## src/sv/swsr_pkg.sv

```systemverilog
// Shared types, codes and timing windows for the single-wire sensor reader.
`default_nettype none

package swsr_pkg;

    // Queue depths
    localparam int IN_Q_DEPTH_DEF  = 2;
    localparam int OUT_Q_DEPTH_DEF = 2;

    // Configuration port
    localparam int CFG_INDEX_W = 1;
    localparam int CFG_DATA_W  = 16;
    localparam logic [CFG_INDEX_W-1:0] CFG_START_LOW_TICKS   = 1'd0;
    localparam logic [CFG_INDEX_W-1:0] CFG_BIT_ONE_THRESHOLD = 1'd1;
    localparam logic [15:0] START_LOW_TICKS_RST   = 16'd20000;
    localparam logic [7:0]  BIT_ONE_THRESHOLD_RST = 8'd48;

    // Phase timing
    localparam int TICK_W = 16;
    localparam logic [TICK_W-1:0] TICK_MAX = 16'hFFFF;
    localparam logic [TICK_W-1:0] REL_MIN   = 16'd10;
    localparam logic [TICK_W-1:0] REL_MAX   = 16'd35;
    localparam logic [TICK_W-1:0] RLOW_MIN  = 16'd78;
    localparam logic [TICK_W-1:0] RLOW_MAX  = 16'd88;
    localparam logic [TICK_W-1:0] RHIGH_MIN = 16'd80;
    localparam logic [TICK_W-1:0] RHIGH_MAX = 16'd92;
    localparam logic [TICK_W-1:0] BLOW_MIN  = 16'd48;
    localparam logic [TICK_W-1:0] BLOW_MAX  = 16'd58;
    localparam logic [TICK_W-1:0] BHIGH_MIN = 16'd23;
    localparam logic [TICK_W-1:0] BHIGH_MAX = 16'd74;

    localparam int FRAME_W = 40;
    localparam logic [5:0] FRAME_BITS = 6'd40;
    localparam logic [6:0] TENTHS_MASK = 7'h7F;

    // Status codes
    localparam logic [2:0] ST_OK       = 3'd0;
    localparam logic [2:0] ST_RELEASE  = 3'd1;
    localparam logic [2:0] ST_RESP_LOW = 3'd2;
    localparam logic [2:0] ST_RESP_HI  = 3'd3;
    localparam logic [2:0] ST_BIT_LOW  = 3'd4;
    localparam logic [2:0] ST_BIT_HI   = 3'd5;
    localparam logic [2:0] ST_CHECKSUM = 3'd6;

    typedef enum logic [2:0] {
        PH_IDLE  = 3'd0,
        PH_START = 3'd1,
        PH_REL   = 3'd2,
        PH_RLOW  = 3'd3,
        PH_RHIGH = 3'd4,
        PH_BLOW  = 3'd5,
        PH_BHIGH = 3'd6
    } phase_t;

    typedef enum logic {
        OP_TICK  = 1'b0,
        OP_START = 1'b1
    } op_t;

    typedef struct packed {
        logic req_type;
        logic pin_level;
    } req_t;

    typedef struct packed {
        op_t  op;
        logic pin_level;
    } cmd_t;

    typedef struct packed {
        logic               line_drive_low;
        logic               busy_res;
        logic               done_res;
        logic [2:0]         status;
        logic [7:0]         humidity;
        logic [7:0]         humidity_fraction;
        logic signed [12:0] temperature_tenths;
    } res_t;

endpackage

`default_nettype wire

```

## src/sv/swsr_front.sv

```systemverilog
// Front end: input queue that classifies each beat into a tick or a start command.
`default_nettype none

module swsr_front #(
    parameter int DEPTH = 2
) (
    input  wire logic          clk,
    input  wire logic          rst_n,
    input  wire swsr_pkg::req_t req_item,
    input  wire logic          push,
    output logic               full,
    output swsr_pkg::cmd_t     cmd,
    output logic               cmd_valid,
    input  wire logic          cmd_pop
);
    import swsr_pkg::*;

    localparam int PTR_W = $clog2(DEPTH);
    localparam int CNT_W = $clog2(DEPTH + 1);
    localparam logic [PTR_W-1:0] PTR_LAST = PTR_W'(DEPTH - 1);
    localparam logic [CNT_W-1:0] CNT_FULL = CNT_W'(DEPTH);

    cmd_t             mem [DEPTH];
    logic [PTR_W-1:0] wr_ptr_reg, wr_ptr_next;
    logic [PTR_W-1:0] rd_ptr_reg, rd_ptr_next;
    logic [CNT_W-1:0] cnt_reg, cnt_next;
    logic             do_push, do_pop;
    cmd_t             cmd_in;

    assign full      = (cnt_reg == CNT_FULL);
    assign cmd_valid = (cnt_reg != '0);
    assign do_push   = push && !full;
    assign do_pop    = cmd_pop && cmd_valid;
    assign cmd       = mem[rd_ptr_reg];

    always_comb
    begin
        cmd_in.op        = req_item.req_type ? OP_START : OP_TICK;
        cmd_in.pin_level = req_item.pin_level;
    end

    always_comb
    begin
        wr_ptr_next = wr_ptr_reg;
        rd_ptr_next = rd_ptr_reg;
        cnt_next    = cnt_reg;
        if (do_push)
        begin
            wr_ptr_next = (wr_ptr_reg == PTR_LAST) ? '0 : wr_ptr_reg + 1'b1;
        end
        if (do_pop)
        begin
            rd_ptr_next = (rd_ptr_reg == PTR_LAST) ? '0 : rd_ptr_reg + 1'b1;
        end
        if (do_push && !do_pop)
        begin
            cnt_next = cnt_reg + 1'b1;
        end
        else if (do_pop && !do_push)
        begin
            cnt_next = cnt_reg - 1'b1;
        end
    end

    always_ff @(posedge clk or negedge rst_n)
    begin
        if (!rst_n)
        begin
            wr_ptr_reg <= '0;
            rd_ptr_reg <= '0;
            cnt_reg    <= '0;
        end
        else
        begin
            wr_ptr_reg <= wr_ptr_next;
            rd_ptr_reg <= rd_ptr_next;
            cnt_reg    <= cnt_next;
        end
    end

    always_ff @(posedge clk)
    begin
        if (do_push)
        begin
            mem[wr_ptr_reg] <= cmd_in;
        end
    end

endmodule

`default_nettype wire

```

## src/sv/swsr_engine.sv

```systemverilog
// Back end: phase sequencer, phase timers, bit assembly and frame check.
`default_nettype none

module swsr_engine (
    input  wire logic                              clk,
    input  wire logic                              rst_n,
    input  wire logic                              cfg_we,
    input  wire logic [swsr_pkg::CFG_INDEX_W-1:0]  cfg_index,
    input  wire logic [swsr_pkg::CFG_DATA_W-1:0]   cfg_data,
    input  wire swsr_pkg::cmd_t                    cmd,
    input  wire logic                              fire,
    output swsr_pkg::res_t                         res
);
    import swsr_pkg::*;

    phase_t              ph_reg, ph_next;
    logic [TICK_W-1:0]   tick_reg, tick_next;
    logic [5:0]          bit_reg, bit_next;
    logic [FRAME_W-1:0]  frame_reg, frame_next;
    logic [2:0]          status_reg, status_next;
    logic [7:0]          hum_reg, hum_next;
    logic [7:0]          frac_reg, frac_next;
    logic signed [12:0]  temp_reg, temp_next;
    logic [15:0]         start_low_reg;
    logic [7:0]          thr_reg;
    logic                done;

    logic [TICK_W-1:0]   cnt_inc;
    logic [TICK_W-1:0]   win_lo, win_hi;
    logic                win_level;
    logic [2:0]          win_code;
    phase_t              win_after;
    logic                lvl_same, tm_err, tm_end, start_end;
    logic                bit_val, last_bit;
    logic [5:0]          bit_inc;
    logic [FRAME_W-1:0]  frame_shifted;
    logic [7:0]          b0, b1, b2, b3, b4, sum;
    logic                csum_ok;
    logic [12:0]         tmag;

    always_ff @(posedge clk or negedge rst_n)
    begin
        if (!rst_n)
        begin
            start_low_reg <= START_LOW_TICKS_RST;
            thr_reg       <= BIT_ONE_THRESHOLD_RST;
        end
        else if (cfg_we)
        begin
            case (cfg_index)
                CFG_START_LOW_TICKS:   start_low_reg <= cfg_data;
                CFG_BIT_ONE_THRESHOLD: thr_reg       <= cfg_data[7:0];
                default:               ;
            endcase
        end
    end

    // Window of the current timed phase
    always_comb
    begin
        win_lo    = REL_MIN;
        win_hi    = REL_MAX;
        win_level = 1'b1;
        win_code  = ST_RELEASE;
        win_after = PH_RLOW;
        case (ph_reg)
            PH_RLOW:
            begin
                win_lo    = RLOW_MIN;
                win_hi    = RLOW_MAX;
                win_level = 1'b0;
                win_code  = ST_RESP_LOW;
                win_after = PH_RHIGH;
            end
            PH_RHIGH:
            begin
                win_lo    = RHIGH_MIN;
                win_hi    = RHIGH_MAX;
                win_level = 1'b1;
                win_code  = ST_RESP_HI;
                win_after = PH_BLOW;
            end
            PH_BLOW:
            begin
                win_lo    = BLOW_MIN;
                win_hi    = BLOW_MAX;
                win_level = 1'b0;
                win_code  = ST_BIT_LOW;
                win_after = PH_BHIGH;
            end
            PH_BHIGH:
            begin
                win_lo    = BHIGH_MIN;
                win_hi    = BHIGH_MAX;
                win_level = 1'b1;
                win_code  = ST_BIT_HI;
                win_after = PH_BLOW;
            end
            default: ;
        endcase
    end

    assign cnt_inc   = (tick_reg != TICK_MAX) ? tick_reg + 1'b1 : tick_reg;
    assign start_end = (cnt_inc >= start_low_reg);
    assign lvl_same  = (cmd.pin_level == win_level);
    assign tm_err    = lvl_same ? (cnt_inc > win_hi) : ((cnt_inc < win_lo) || (cnt_inc > win_hi));
    assign tm_end    = !lvl_same && !tm_err;

    assign bit_val       = (cnt_inc >= {8'd0, thr_reg});
    assign frame_shifted = {frame_reg[FRAME_W-2:0], bit_val};
    assign bit_inc       = bit_reg + 1'b1;
    assign last_bit      = (bit_inc >= FRAME_BITS);

    assign b0 = frame_shifted[39:32];
    assign b1 = frame_shifted[31:24];
    assign b2 = frame_shifted[23:16];
    assign b3 = frame_shifted[15:8];
    assign b4 = frame_shifted[7:0];
    assign sum     = b0 + b1 + b2 + b3;
    assign csum_ok = (sum == b4);
    // b2 * 10 as two shifts, plus the tenths in b3[6:0]
    assign tmag = {2'b00, b2, 3'b000} + {4'b0000, b2, 1'b0} + {6'd0, (b3[6:0] & TENTHS_MASK)};

    // Next phase
    always_comb
    begin
        ph_next = ph_reg;
        if (fire)
        begin
            if (cmd.op == OP_START)
            begin
                ph_next = PH_START;
            end
            else
            begin
                case (ph_reg)
                    PH_IDLE:  ph_next = PH_IDLE;
                    PH_START: ph_next = start_end ? PH_REL : PH_START;
                    PH_REL, PH_RLOW, PH_RHIGH, PH_BLOW:
                    begin
                        if (tm_err)
                        begin
                            ph_next = PH_IDLE;
                        end
                        else if (tm_end)
                        begin
                            ph_next = win_after;
                        end
                    end
                    PH_BHIGH:
                    begin
                        if (tm_err || (tm_end && last_bit))
                        begin
                            ph_next = PH_IDLE;
                        end
                        else if (tm_end)
                        begin
                            ph_next = PH_BLOW;
                        end
                    end
                    default:  ph_next = PH_IDLE;
                endcase
            end
        end
    end

    // Counters, frame and held results
    always_comb
    begin
        tick_next   = tick_reg;
        bit_next    = bit_reg;
        frame_next  = frame_reg;
        status_next = status_reg;
        hum_next    = hum_reg;
        frac_next   = frac_reg;
        temp_next   = temp_reg;
        done        = 1'b0;
        if (fire)
        begin
            if (cmd.op == OP_START)
            begin
                tick_next  = '0;
                bit_next   = '0;
                frame_next = '0;
            end
            else
            begin
                case (ph_reg)
                    PH_IDLE: ;
                    PH_START:
                    begin
                        tick_next = start_end ? '0 : cnt_inc;
                    end
                    PH_REL, PH_RLOW, PH_RHIGH, PH_BLOW, PH_BHIGH:
                    begin
                        tick_next = cnt_inc;
                        if (tm_err)
                        begin
                            tick_next   = '0;
                            status_next = win_code;
                            done        = 1'b1;
                        end
                        else if (tm_end)
                        begin
                            tick_next = '0;
                            if (ph_reg == PH_BHIGH)
                            begin
                                frame_next = frame_shifted;
                                bit_next   = bit_inc;
                                if (last_bit)
                                begin
                                    done = 1'b1;
                                    if (csum_ok)
                                    begin
                                        status_next = ST_OK;
                                        hum_next    = b0;
                                        frac_next   = b1;
                                        temp_next   = b3[7] ? -$signed(tmag) : $signed(tmag);
                                    end
                                    else
                                    begin
                                        status_next = ST_CHECKSUM;
                                    end
                                end
                            end
                        end
                    end
                    default: ;
                endcase
            end
        end
    end

    always_ff @(posedge clk or negedge rst_n)
    begin
        if (!rst_n)
        begin
            ph_reg     <= PH_IDLE;
            tick_reg   <= '0;
            bit_reg    <= '0;
            frame_reg  <= '0;
            status_reg <= ST_OK;
            hum_reg    <= '0;
            frac_reg   <= '0;
            temp_reg   <= '0;
        end
        else
        begin
            ph_reg     <= ph_next;
            tick_reg   <= tick_next;
            bit_reg    <= bit_next;
            frame_reg  <= frame_next;
            status_reg <= status_next;
            hum_reg    <= hum_next;
            frac_reg   <= frac_next;
            temp_reg   <= temp_next;
        end
    end

    always_comb
    begin
        res.line_drive_low     = (ph_next == PH_START);
        res.busy_res           = (ph_next != PH_IDLE);
        res.done_res           = done;
        res.status             = status_next;
        res.humidity           = hum_next;
        res.humidity_fraction  = frac_next;
        res.temperature_tenths = temp_next;
    end

endmodule

`default_nettype wire

```

## src/sv/swsr_res_q.sv

```systemverilog
// Result queue between the engine and the consumer.
`default_nettype none

module swsr_res_q #(
    parameter int DEPTH = 2
) (
    input  wire logic           clk,
    input  wire logic           rst_n,
    input  wire swsr_pkg::res_t res_in,
    input  wire logic           res_push,
    output logic                res_full,
    output swsr_pkg::res_t      res_item,
    output logic                empty,
    input  wire logic           pop
);
    import swsr_pkg::*;

    localparam int PTR_W = $clog2(DEPTH);
    localparam int CNT_W = $clog2(DEPTH + 1);
    localparam logic [PTR_W-1:0] PTR_LAST = PTR_W'(DEPTH - 1);
    localparam logic [CNT_W-1:0] CNT_FULL = CNT_W'(DEPTH);

    res_t             mem [DEPTH];
    logic [PTR_W-1:0] wr_ptr_reg, wr_ptr_next;
    logic [PTR_W-1:0] rd_ptr_reg, rd_ptr_next;
    logic [CNT_W-1:0] cnt_reg, cnt_next;
    logic             do_push, do_pop;

    assign res_full = (cnt_reg == CNT_FULL);
    assign empty    = (cnt_reg == '0);
    assign do_push  = res_push && !res_full;
    assign do_pop   = pop && !empty;
    assign res_item = mem[rd_ptr_reg];

    always_comb
    begin
        wr_ptr_next = wr_ptr_reg;
        rd_ptr_next = rd_ptr_reg;
        cnt_next    = cnt_reg;
        if (do_push)
        begin
            wr_ptr_next = (wr_ptr_reg == PTR_LAST) ? '0 : wr_ptr_reg + 1'b1;
        end
        if (do_pop)
        begin
            rd_ptr_next = (rd_ptr_reg == PTR_LAST) ? '0 : rd_ptr_reg + 1'b1;
        end
        if (do_push && !do_pop)
        begin
            cnt_next = cnt_reg + 1'b1;
        end
        else if (do_pop && !do_push)
        begin
            cnt_next = cnt_reg - 1'b1;
        end
    end

    always_ff @(posedge clk or negedge rst_n)
    begin
        if (!rst_n)
        begin
            wr_ptr_reg <= '0;
            rd_ptr_reg <= '0;
            cnt_reg    <= '0;
        end
        else
        begin
            wr_ptr_reg <= wr_ptr_next;
            rd_ptr_reg <= rd_ptr_next;
            cnt_reg    <= cnt_next;
        end
    end

    always_ff @(posedge clk)
    begin
        if (do_push)
        begin
            mem[wr_ptr_reg] <= res_in;
        end
    end

endmodule

`default_nettype wire

```

## src/sv/single_wire_sensor_reader_top.sv

```systemverilog
// Top level of the single-wire sensor reader: front queue, engine, result queue.
`default_nettype none

// Single-wire temperature/humidity sensor receiver. Push one beat per microsecond
// tick with the sampled line level, or a start beat to begin a reading; every beat
// yields exactly one result beat with the line drive, busy, done, status and the last
// good humidity and temperature. While the result queue has room, the block sustains
// one beat per clock: the engine handles one command per cycle and writes its result
// into the result queue, so a result passes the input and then the result queue
// registers before it shows on the result ports. A full result queue holds the engine,
// and the input queue then fills and raises full. Write the configuration only while
// no beat is in flight. IN_Q_DEPTH and OUT_Q_DEPTH (at least 2) size the two queues.
module single_wire_sensor_reader_top #(
    parameter int IN_Q_DEPTH  = swsr_pkg::IN_Q_DEPTH_DEF,
    parameter int OUT_Q_DEPTH = swsr_pkg::OUT_Q_DEPTH_DEF
) (
    input  wire logic                              clk,
    input  wire logic                              rst_n,
    input  wire swsr_pkg::req_t                    req_item,
    input  wire logic                              push,
    output logic                                   full,
    output swsr_pkg::res_t                         res_item,
    output logic                                   empty,
    input  wire logic                              pop,
    input  wire logic                              cfg_we,
    input  wire logic [swsr_pkg::CFG_INDEX_W-1:0]  cfg_index,
    input  wire logic [swsr_pkg::CFG_DATA_W-1:0]   cfg_data
);
    import swsr_pkg::*;

    cmd_t cmd;
    logic cmd_valid;
    logic res_full;
    logic fire;
    res_t eng_res;

    // Advance the engine only when the result queue can take the beat
    assign fire = cmd_valid && !res_full;

    swsr_front #(
        .DEPTH (IN_Q_DEPTH)
    ) u_front (
        .clk       (clk),
        .rst_n     (rst_n),
        .req_item  (req_item),
        .push      (push),
        .full      (full),
        .cmd       (cmd),
        .cmd_valid (cmd_valid),
        .cmd_pop   (fire)
    );

    swsr_engine u_engine (
        .clk       (clk),
        .rst_n     (rst_n),
        .cfg_we    (cfg_we),
        .cfg_index (cfg_index),
        .cfg_data  (cfg_data),
        .cmd       (cmd),
        .fire      (fire),
        .res       (eng_res)
    );

    swsr_res_q #(
        .DEPTH (OUT_Q_DEPTH)
    ) u_res_q (
        .clk      (clk),
        .rst_n    (rst_n),
        .res_in   (eng_res),
        .res_push (fire),
        .res_full (res_full),
        .res_item (res_item),
        .empty    (empty),
        .pop      (pop)
    );

    a_drive_needs_busy: assert property (@(posedge clk) disable iff (!rst_n)
        !empty && res_item.line_drive_low |-> res_item.busy_res)
        else $error("line driven low while not busy");

    a_done_ends_reading: assert property (@(posedge clk) disable iff (!rst_n)
        !empty && res_item.done_res |-> !res_item.busy_res && !res_item.line_drive_low)
        else $error("done beat still busy");

    a_status_range: assert property (@(posedge clk) disable iff (!rst_n)
        !empty |-> res_item.status <= ST_CHECKSUM)
        else $error("status code out of range");

    a_start_drives: assert property (@(posedge clk) disable iff (!rst_n)
        fire && cmd.op == OP_START |-> eng_res.line_drive_low && eng_res.busy_res
            && !eng_res.done_res)
        else $error("start command does not drive the line low");

endmodule

`default_nettype wire
```

## config.mk

```make
export PLATFORM = sky130hd
export DESIGN_NAME = single_wire_sensor_reader_top
export DESIGN_NICKNAME = d
export VERILOG_FILES = /design/src/sv/swsr_pkg.sv /design/src/sv/swsr_front.sv /design/src/sv/swsr_engine.sv /design/src/sv/swsr_res_q.sv /design/src/sv/single_wire_sensor_reader_top.sv
export SDC_FILE = /design/constraint.sdc
export NUM_CORES = 1
export LEC_CHECK = 0
export ABC_AREA = 1
export BUFFER_PORTS_ARGS = -buffer_cell sky130_fd_sc_hd__buf_4
export CAP_MARGIN = 15
export CORE_MARGIN = 2
export CORE_UTILIZATION = 45
export CTS_BUF_LIST = sky130_fd_sc_hd__clkbuf_4 sky130_fd_sc_hd__clkbuf_8 sky130_fd_sc_hd__clkbuf_16
export CTS_CLUSTER_DIAMETER = 100
export DETAILED_ROUTE_END_ITERATION = 7
export GPL_ROUTABILITY_DRIVEN = 0
export HOLD_SLACK_MARGIN = 0.05
export PLACE_DENSITY = 0.68
export SYNTH_ARGS = -nofsm -noshare
export SYNTH_HDL_FRONTEND = slang
export SYNTH_SLANG_ARGS = --single-unit
export TNS_END_PERCENT = 1
```

## constraint.sdc

```tcl
create_clock -name clk -period 11.38 [get_ports clk]
set_clock_uncertainty 0.15 [all_clocks]
set_input_delay 0 -clock clk [delete_from_list [all_inputs] [get_ports clk]]
set_output_delay 0 -clock clk [all_outputs]
set_load 0.05 [all_outputs]
```

== Yosys cells after proc, flatten, opt, wreduce, memory -nomap -nowiden ==
Memories as Yosys holds them, arrays and structs flattened.
Index checks and enable logic that the tools add are counted.

* Eq/ne operators: 13
* Reduce and logical (&&, ||, !) cells: 38
* Add/sub/neg operators: 16
* $lt $le $gt $ge: 5
* Bitwise gates (word level): 1
* Multiplexer cells: 83

{| class="wikitable"
|+ Operator list
! kind !! number
|-
| 2-to-1 mux 39 bit || 5
|-
| 2-to-1 mux 8 bit || 16
|-
| 2-to-1 mux 13 bit || 9
|-
| 2-to-1 mux 16 bit || 5
|-
| one-hot mux 7 bit (4 select lines) || 2
|-
| 2-to-1 mux 3 bit || 14
|-
| one-hot mux 16 bit (2 select lines) || 1
|-
| 2-to-1 mux 6 bit || 5
|-
| adder 8 bit || 3
|-
| 2-to-1 mux 1 bit || 18
|-
| one-hot mux 3 bit (3 select lines) || 2
|-
| adder 16 x 1 -> 16 bit (second input constant) || 1
|-
| >= comparator 16 bit || 1
|-
| >= comparator 16 x 8 -> 1 bit || 1
|-
| > comparator 16 x 7 -> 1 bit || 1
|-
| < comparator 16 x 7 -> 1 bit || 1
|-
| != test 16 bit (second input constant) || 1
|-
| adder 12 x 7 -> 13 bit || 1
|-
| negator 13 bit || 1
|-
| adder 11 x 9 -> 12 bit || 1
|-
| one-hot mux 3 bit (4 select lines) || 1
|-
| nonzero test 2 bit || 6
|-
| logical AND 1 bit || 11
|-
| 2-to-1 mux 2 bit || 5
|-
| other kinds (22) || 44
|}

* Register bits: 128
* Input port bits: 24
* Memory bits (writable): 74
* Logic and storage cells: 174
* Output and inout bits: 37
* Memories kept: 2

{| class="wikitable"
|+ Memory list
! name !! depth !! bits a word !! rd ports !! clocked after Yosys merged registers in !! wr ports !! line !! source
|-
| u_res_q.mem || 2 || 35 || 1 || 0 || 1 || swsr_res_q.sv:23 || <nowiki>res_t mem [DEPTH];</nowiki>
|-
| u_front.mem || 2 || 2 || 1 || 0 || 1 || swsr_front.sv:23 || <nowiki>cmd_t mem [DEPTH];</nowiki>
|}

== Logic depth before layout (Yosys ltp) ==
* Word-level depth: 14
* Depth in mapped cells: 27
* Gate-level depth less buffers: 27

== Hierarchy ==
Synthesis repeated with hierarchy kept, for this count alone.

* Cells, all modules: 1229
* Area, all modules: 11048.1 um2

{| class="wikitable"
|+ Modules (own cells, without submodules)
! module !! seq. area each (um2) !! times used !! area each (um2) !! cells an instance
|-
| swsr_engine || 3011.6 || 1 || 7872.6 || 971
|-
| swsr_res_q || 2202.1 || 1 || 2780.2 || 214
|-
| swsr_front || 220.2 || 1 || 385.4 || 42
|-
| single_wire_sensor_reader_top || 0.0 || 1 || 10.0 || 2
|}

== Worst setup path after synthesis ==
Ideal clock, no wire load.

* Kind: reg-to-reg
* From: reg u_engine.frame_reg[16]
* To: mem u_res_q.mem[0][1] (netlist name), data pin
* Data arrival time: 3.475 ns
* Clock period less this slack: 3.893 ns
* Path buffers: 1
* Data required time: 10.963 ns
* Setup time: 0.267 ns
* Stages on the path, launching flop included: 17
* Slack: 7.487 ns
* Path through: dfrtp_1 -> fa_1 -> fa_1 -> ha_1 -> inv_1 -> fa_1 -> o21ai_0 -> xor2_1 -> xor2_1 -> nand3b_1 -> nor3_2 -> nand4_4 -> inv_2 -> nand2_4 -> buf_6 -> nand2_1 -> nand2_1

{| class="wikitable"
|+ RTL lines
! item !! line !! source
|-
| start: declaration || swsr_engine.sv:19 || <nowiki>logic [FRAME_W-1:0] frame_reg, frame_next;</nowiki>
|-
| start signal: assignment || swsr_engine.sv:252 || <nowiki>frame_reg <= frame_next;</nowiki>
|-
| end: declaration || swsr_res_q.sv:23 ||
|}

== Worst setup path in the final report ==
* From: reg u_engine.tick_reg[0]
* To: reg u_engine.bit_reg[0]

* Cells in the longest elaborated chain, start to end: 9
* Elaborated cells between the ends (all ways): 12
* Classes of those cells: 1 x add/sub; 2 x order compare; 2 x eq/ne; 2 x mux; 5 x reduce/logical

{| class="wikitable"
|+ Ends and longest elaborated chain
! item !! line !! source
|-
| start: declaration || swsr_engine.sv:17 || <nowiki>logic [TICK_W-1:0] tick_reg, tick_next;</nowiki>
|-
| start signal: assignment || swsr_engine.sv:250 || <nowiki>tick_reg <= tick_next;</nowiki>
|-
| adder 16 x 1 -> 16 bit or != test 16 bit (tied branches) || swsr_engine.sv:103 || <nowiki>assign cnt_inc = (tick_reg != TICK_MAX) ? tick_reg + 1'b1 : tick_reg;</nowiki>
|-
| 2-to-1 mux 16 bit (*) || swsr_engine.sv:103 ||
|-
| < comparator 16 x 7 -> 1 bit or > comparator 16 x 7 -> 1 bit (tied branches) || swsr_engine.sv:106 || <nowiki>assign tm_err = lvl_same ? (cnt_inc > win_hi) : ((cnt_inc < win_lo) || (cnt_inc > win_hi));</nowiki>
|-
| logical OR 1 bit || swsr_engine.sv:106 ||
|-
| 2-to-1 mux 1 bit (*) || swsr_engine.sv:106 ||
|-
| logical NOT 1 bit || swsr_engine.sv:107 || <nowiki>assign tm_end = !lvl_same && !tm_err;</nowiki>
|-
| logical AND 1 bit || swsr_engine.sv:107 ||
|-
| nonzero test 2 bit (no source line) || n/a ||
|-
| AND reduction 5 bit (no source line) (*) || n/a ||
|-
| end signal: assignment || swsr_engine.sv:251 || <nowiki>bit_reg <= bit_next;</nowiki>
|-
| end: declaration || swsr_engine.sv:18 || <nowiki>logic [5:0] bit_reg, bit_next;</nowiki>
|}

Mark *: on every way between the ends. The rest lies on a longest branch, timed or not.
A chain may end at the register's enable or synchronous reset.

==> results.toml <==
[synthesis]
synth_top_area_share_pct = 27.2
synth.avg_cell_area_um2 = 9.12
yosys.area.top_type = "dfrtp_1"
postSynth.asyncResetShare_pct = 63.4
syn_nets = 1326
ys_seq_elements = 202
synth_common_cells = "nand2_1, inv_1, dfrtp_1"
yosysMostFrequentCell = "nand2_1"
synthTopCellsByArea = "dfrtp_1, edfxtp_1, nand2_1"
yosys_warnings = 0
syn_area_um2 = 11100
synth_cells = 1222
yosys_most_used_dff = "dfrtp_1"
synth.yosys.seq_area_share_pct = 48.8
synth-edff-count = 74
synth.distinct_cells = 47

[worst_setup_path]
crit_slowest_cell = "nand2_2"
slowest_delay_ns = 0.60
worst-path-max-fanout = 43
reg2reg_depth = 26
crit_arrival_ns = 4.97
end_kind = "flop"
critPathKind = "reg -> reg"
crit_path_frequent_cell = "nand2_1"
cp-start-kind = "flop"
required_ns = 11.62

[clock_tree]
cts_tree = "done"
cts-root-buf = "clkbuf_16"
clock_sinks = 202
clkLatencyLatePin_ns = 0.51
clockBufferDepth = 3
cts_buffers = 23
clk_pin_slew_ns = 0.07
cts_resized = 0
htreeDepth = 1

[timing]
tns_ns = 0
max_slew_margin_pct = 27.3
setup-violations-final = 0
fin_crit_ns = 4.74
worst_slew_pin_slew_ns = 1.09
rsz0062_at_grt = "false"
finalCritPeriodShare_pct = 41.6
hold_viol = 0
clock.fmax_mhz = 211
fin_ws_ns = 6.64
hold_ws_ns = 0.0806
drv_slew = 0

[global_route]
grt_pass1_vias = 7849
antenna_found_initial = 0
grt_pass1_wl_mm = 39.3
grt_max_degree = 66
grt_overflow = 0
track_usage_pct = 18.5

[cells_and_area]
nNetsFinal = 1417
area_growth_pct = 16.9
instances_no_fill = 1654
diodes = 0
largest_reg_flops = 70
fill_cells = 2107
final_util_pct = 53.6
drive_above_1_share_pct = 14.2

[routing]
viasPerCell = 4.97
vias = 8227
detail_route.wl_per_cell_um = 14.3
drtPass1Iterations = 5
drt_iter0_drc = 597
drc_errors = 0
antenna_left = 0
finalWirelength_mm = 23.6

[power_and_ir_drop]
p_leak_nw = 6.34
ir_drop_uv = 184
p_per_area_nw_per_um2 = 212

[min_path]
hp-class = "in -> reg"
hold_path_depth = 2

[die]
core_area_um2 = 24300
die-area_um2 = 26000
row_count = 57
initial_core_util_pct = 45.8
io_pins = 61
die_y_um = 161
fp.dieW_um = 161

[outcome]
status = "completed"

[placed_design]
place_inst = 1581
port_buffers = 60
dp_slack_ns = 6.74
hpwl_mm = 16.4

[flow_run]
drv_cap = 0
[through the flow]
stage	total power, W	area, µm²
floorplan	0.00168	11100
global placement	0.00196	11900
detailed placement	0.00197	11900
CTS	0.00279	13000
global route	0.00291	13000
finish	0.00276	13000
[cell type report]
cell class                 count  area, µm²  area share, %
clock inverter                 9        158           1.21
sequential                   202       5430           41.7
clock buffer                  33        676           5.19
tap                          324        405           3.11
multi-input combinational    807       4860           37.3
inverter                     184        691           5.30
timing repair buffer          95        808           6.20
[cell usage in the layout, fill, tap and decap left out, drive strengths merged, types with 4 or more instances in the layout]
cell type    instances
nand4               17
fa                  19
buf                 65
o21bai               5
dlygate4sd3         30
dfstp                7
or2                  4
bufinv               4
a21oi               49
nand3               44
inv                182
o22ai               40
nor3                17
clkbuf              33
ha                  61
xnor2               10
xor2                34
nor2                80
nand2              339
nand3b               4
clkinv               6
o21ai               73
dfrtp              121
edfxtp              74
[logic make-up after synthesis]
group                      Yosys count  share of synthesized area [%]
adders and majority gates           80                           10.3
DFF                                202                           48.8
muxes                                1                         0.0898
AOI/OAI and AO/OA                  177                           9.80
and+or+nand+nor                    505                           19.8
xor gates and xnor gates            44                           3.46
buffers and inverters              213                           7.80
[repair_timing]
item,CTS,global route
endpoints found under the hold margin,100,0
buffers inserted,0,0
hold buffers,31,0
[metal layers]
metal | wire length [µm] | up-vias | global-route usage (%)
met5 | 0 | - | 0
met3 | 1210 | 26 | 2.62
met2 | 10000 | 181 | 27.9
li1 | - | 4150 | -
met1 | 12000 | 3870 | 28.6
met4 | 340 | 0 | 3.81
[critical path, delay by kind of cell (launching register included)]
kind                       cells  cell delay (ns)
AOI/OAI and AO/OA              5             0.81
adders and majority gates      2             0.63
DFF                            1             0.44
and+or+nand+nor               16             2.18
buffers and inverters          3             0.39
[where the power goes]
group          internal [W]  switching [W]
combinational      0.000264       0.000735
clock              0.000505       0.000295
sequential         0.000919      0.0000442
[path summary, 6_finish.rpt]
check                                           from                    to  slack (ns)
worst min register to register  u_engine.temp_reg[0]  u_engine.temp_reg[0]        0.33
max in group asynchronous                      rst_n  u_engine.temp_reg[4]        9.75
worst max register to register  u_engine.tick_reg[0]   u_engine.bit_reg[0]        6.64
worst max-delay path            u_engine.tick_reg[0]   u_engine.bit_reg[0]        6.64
min in group asynchronous                      rst_n   u_engine.thr_reg[4]        0.47
worst min-delay path                     req_item[0]     u_front.mem[1][0]        0.08
Power figures use the tool's default switching activity.
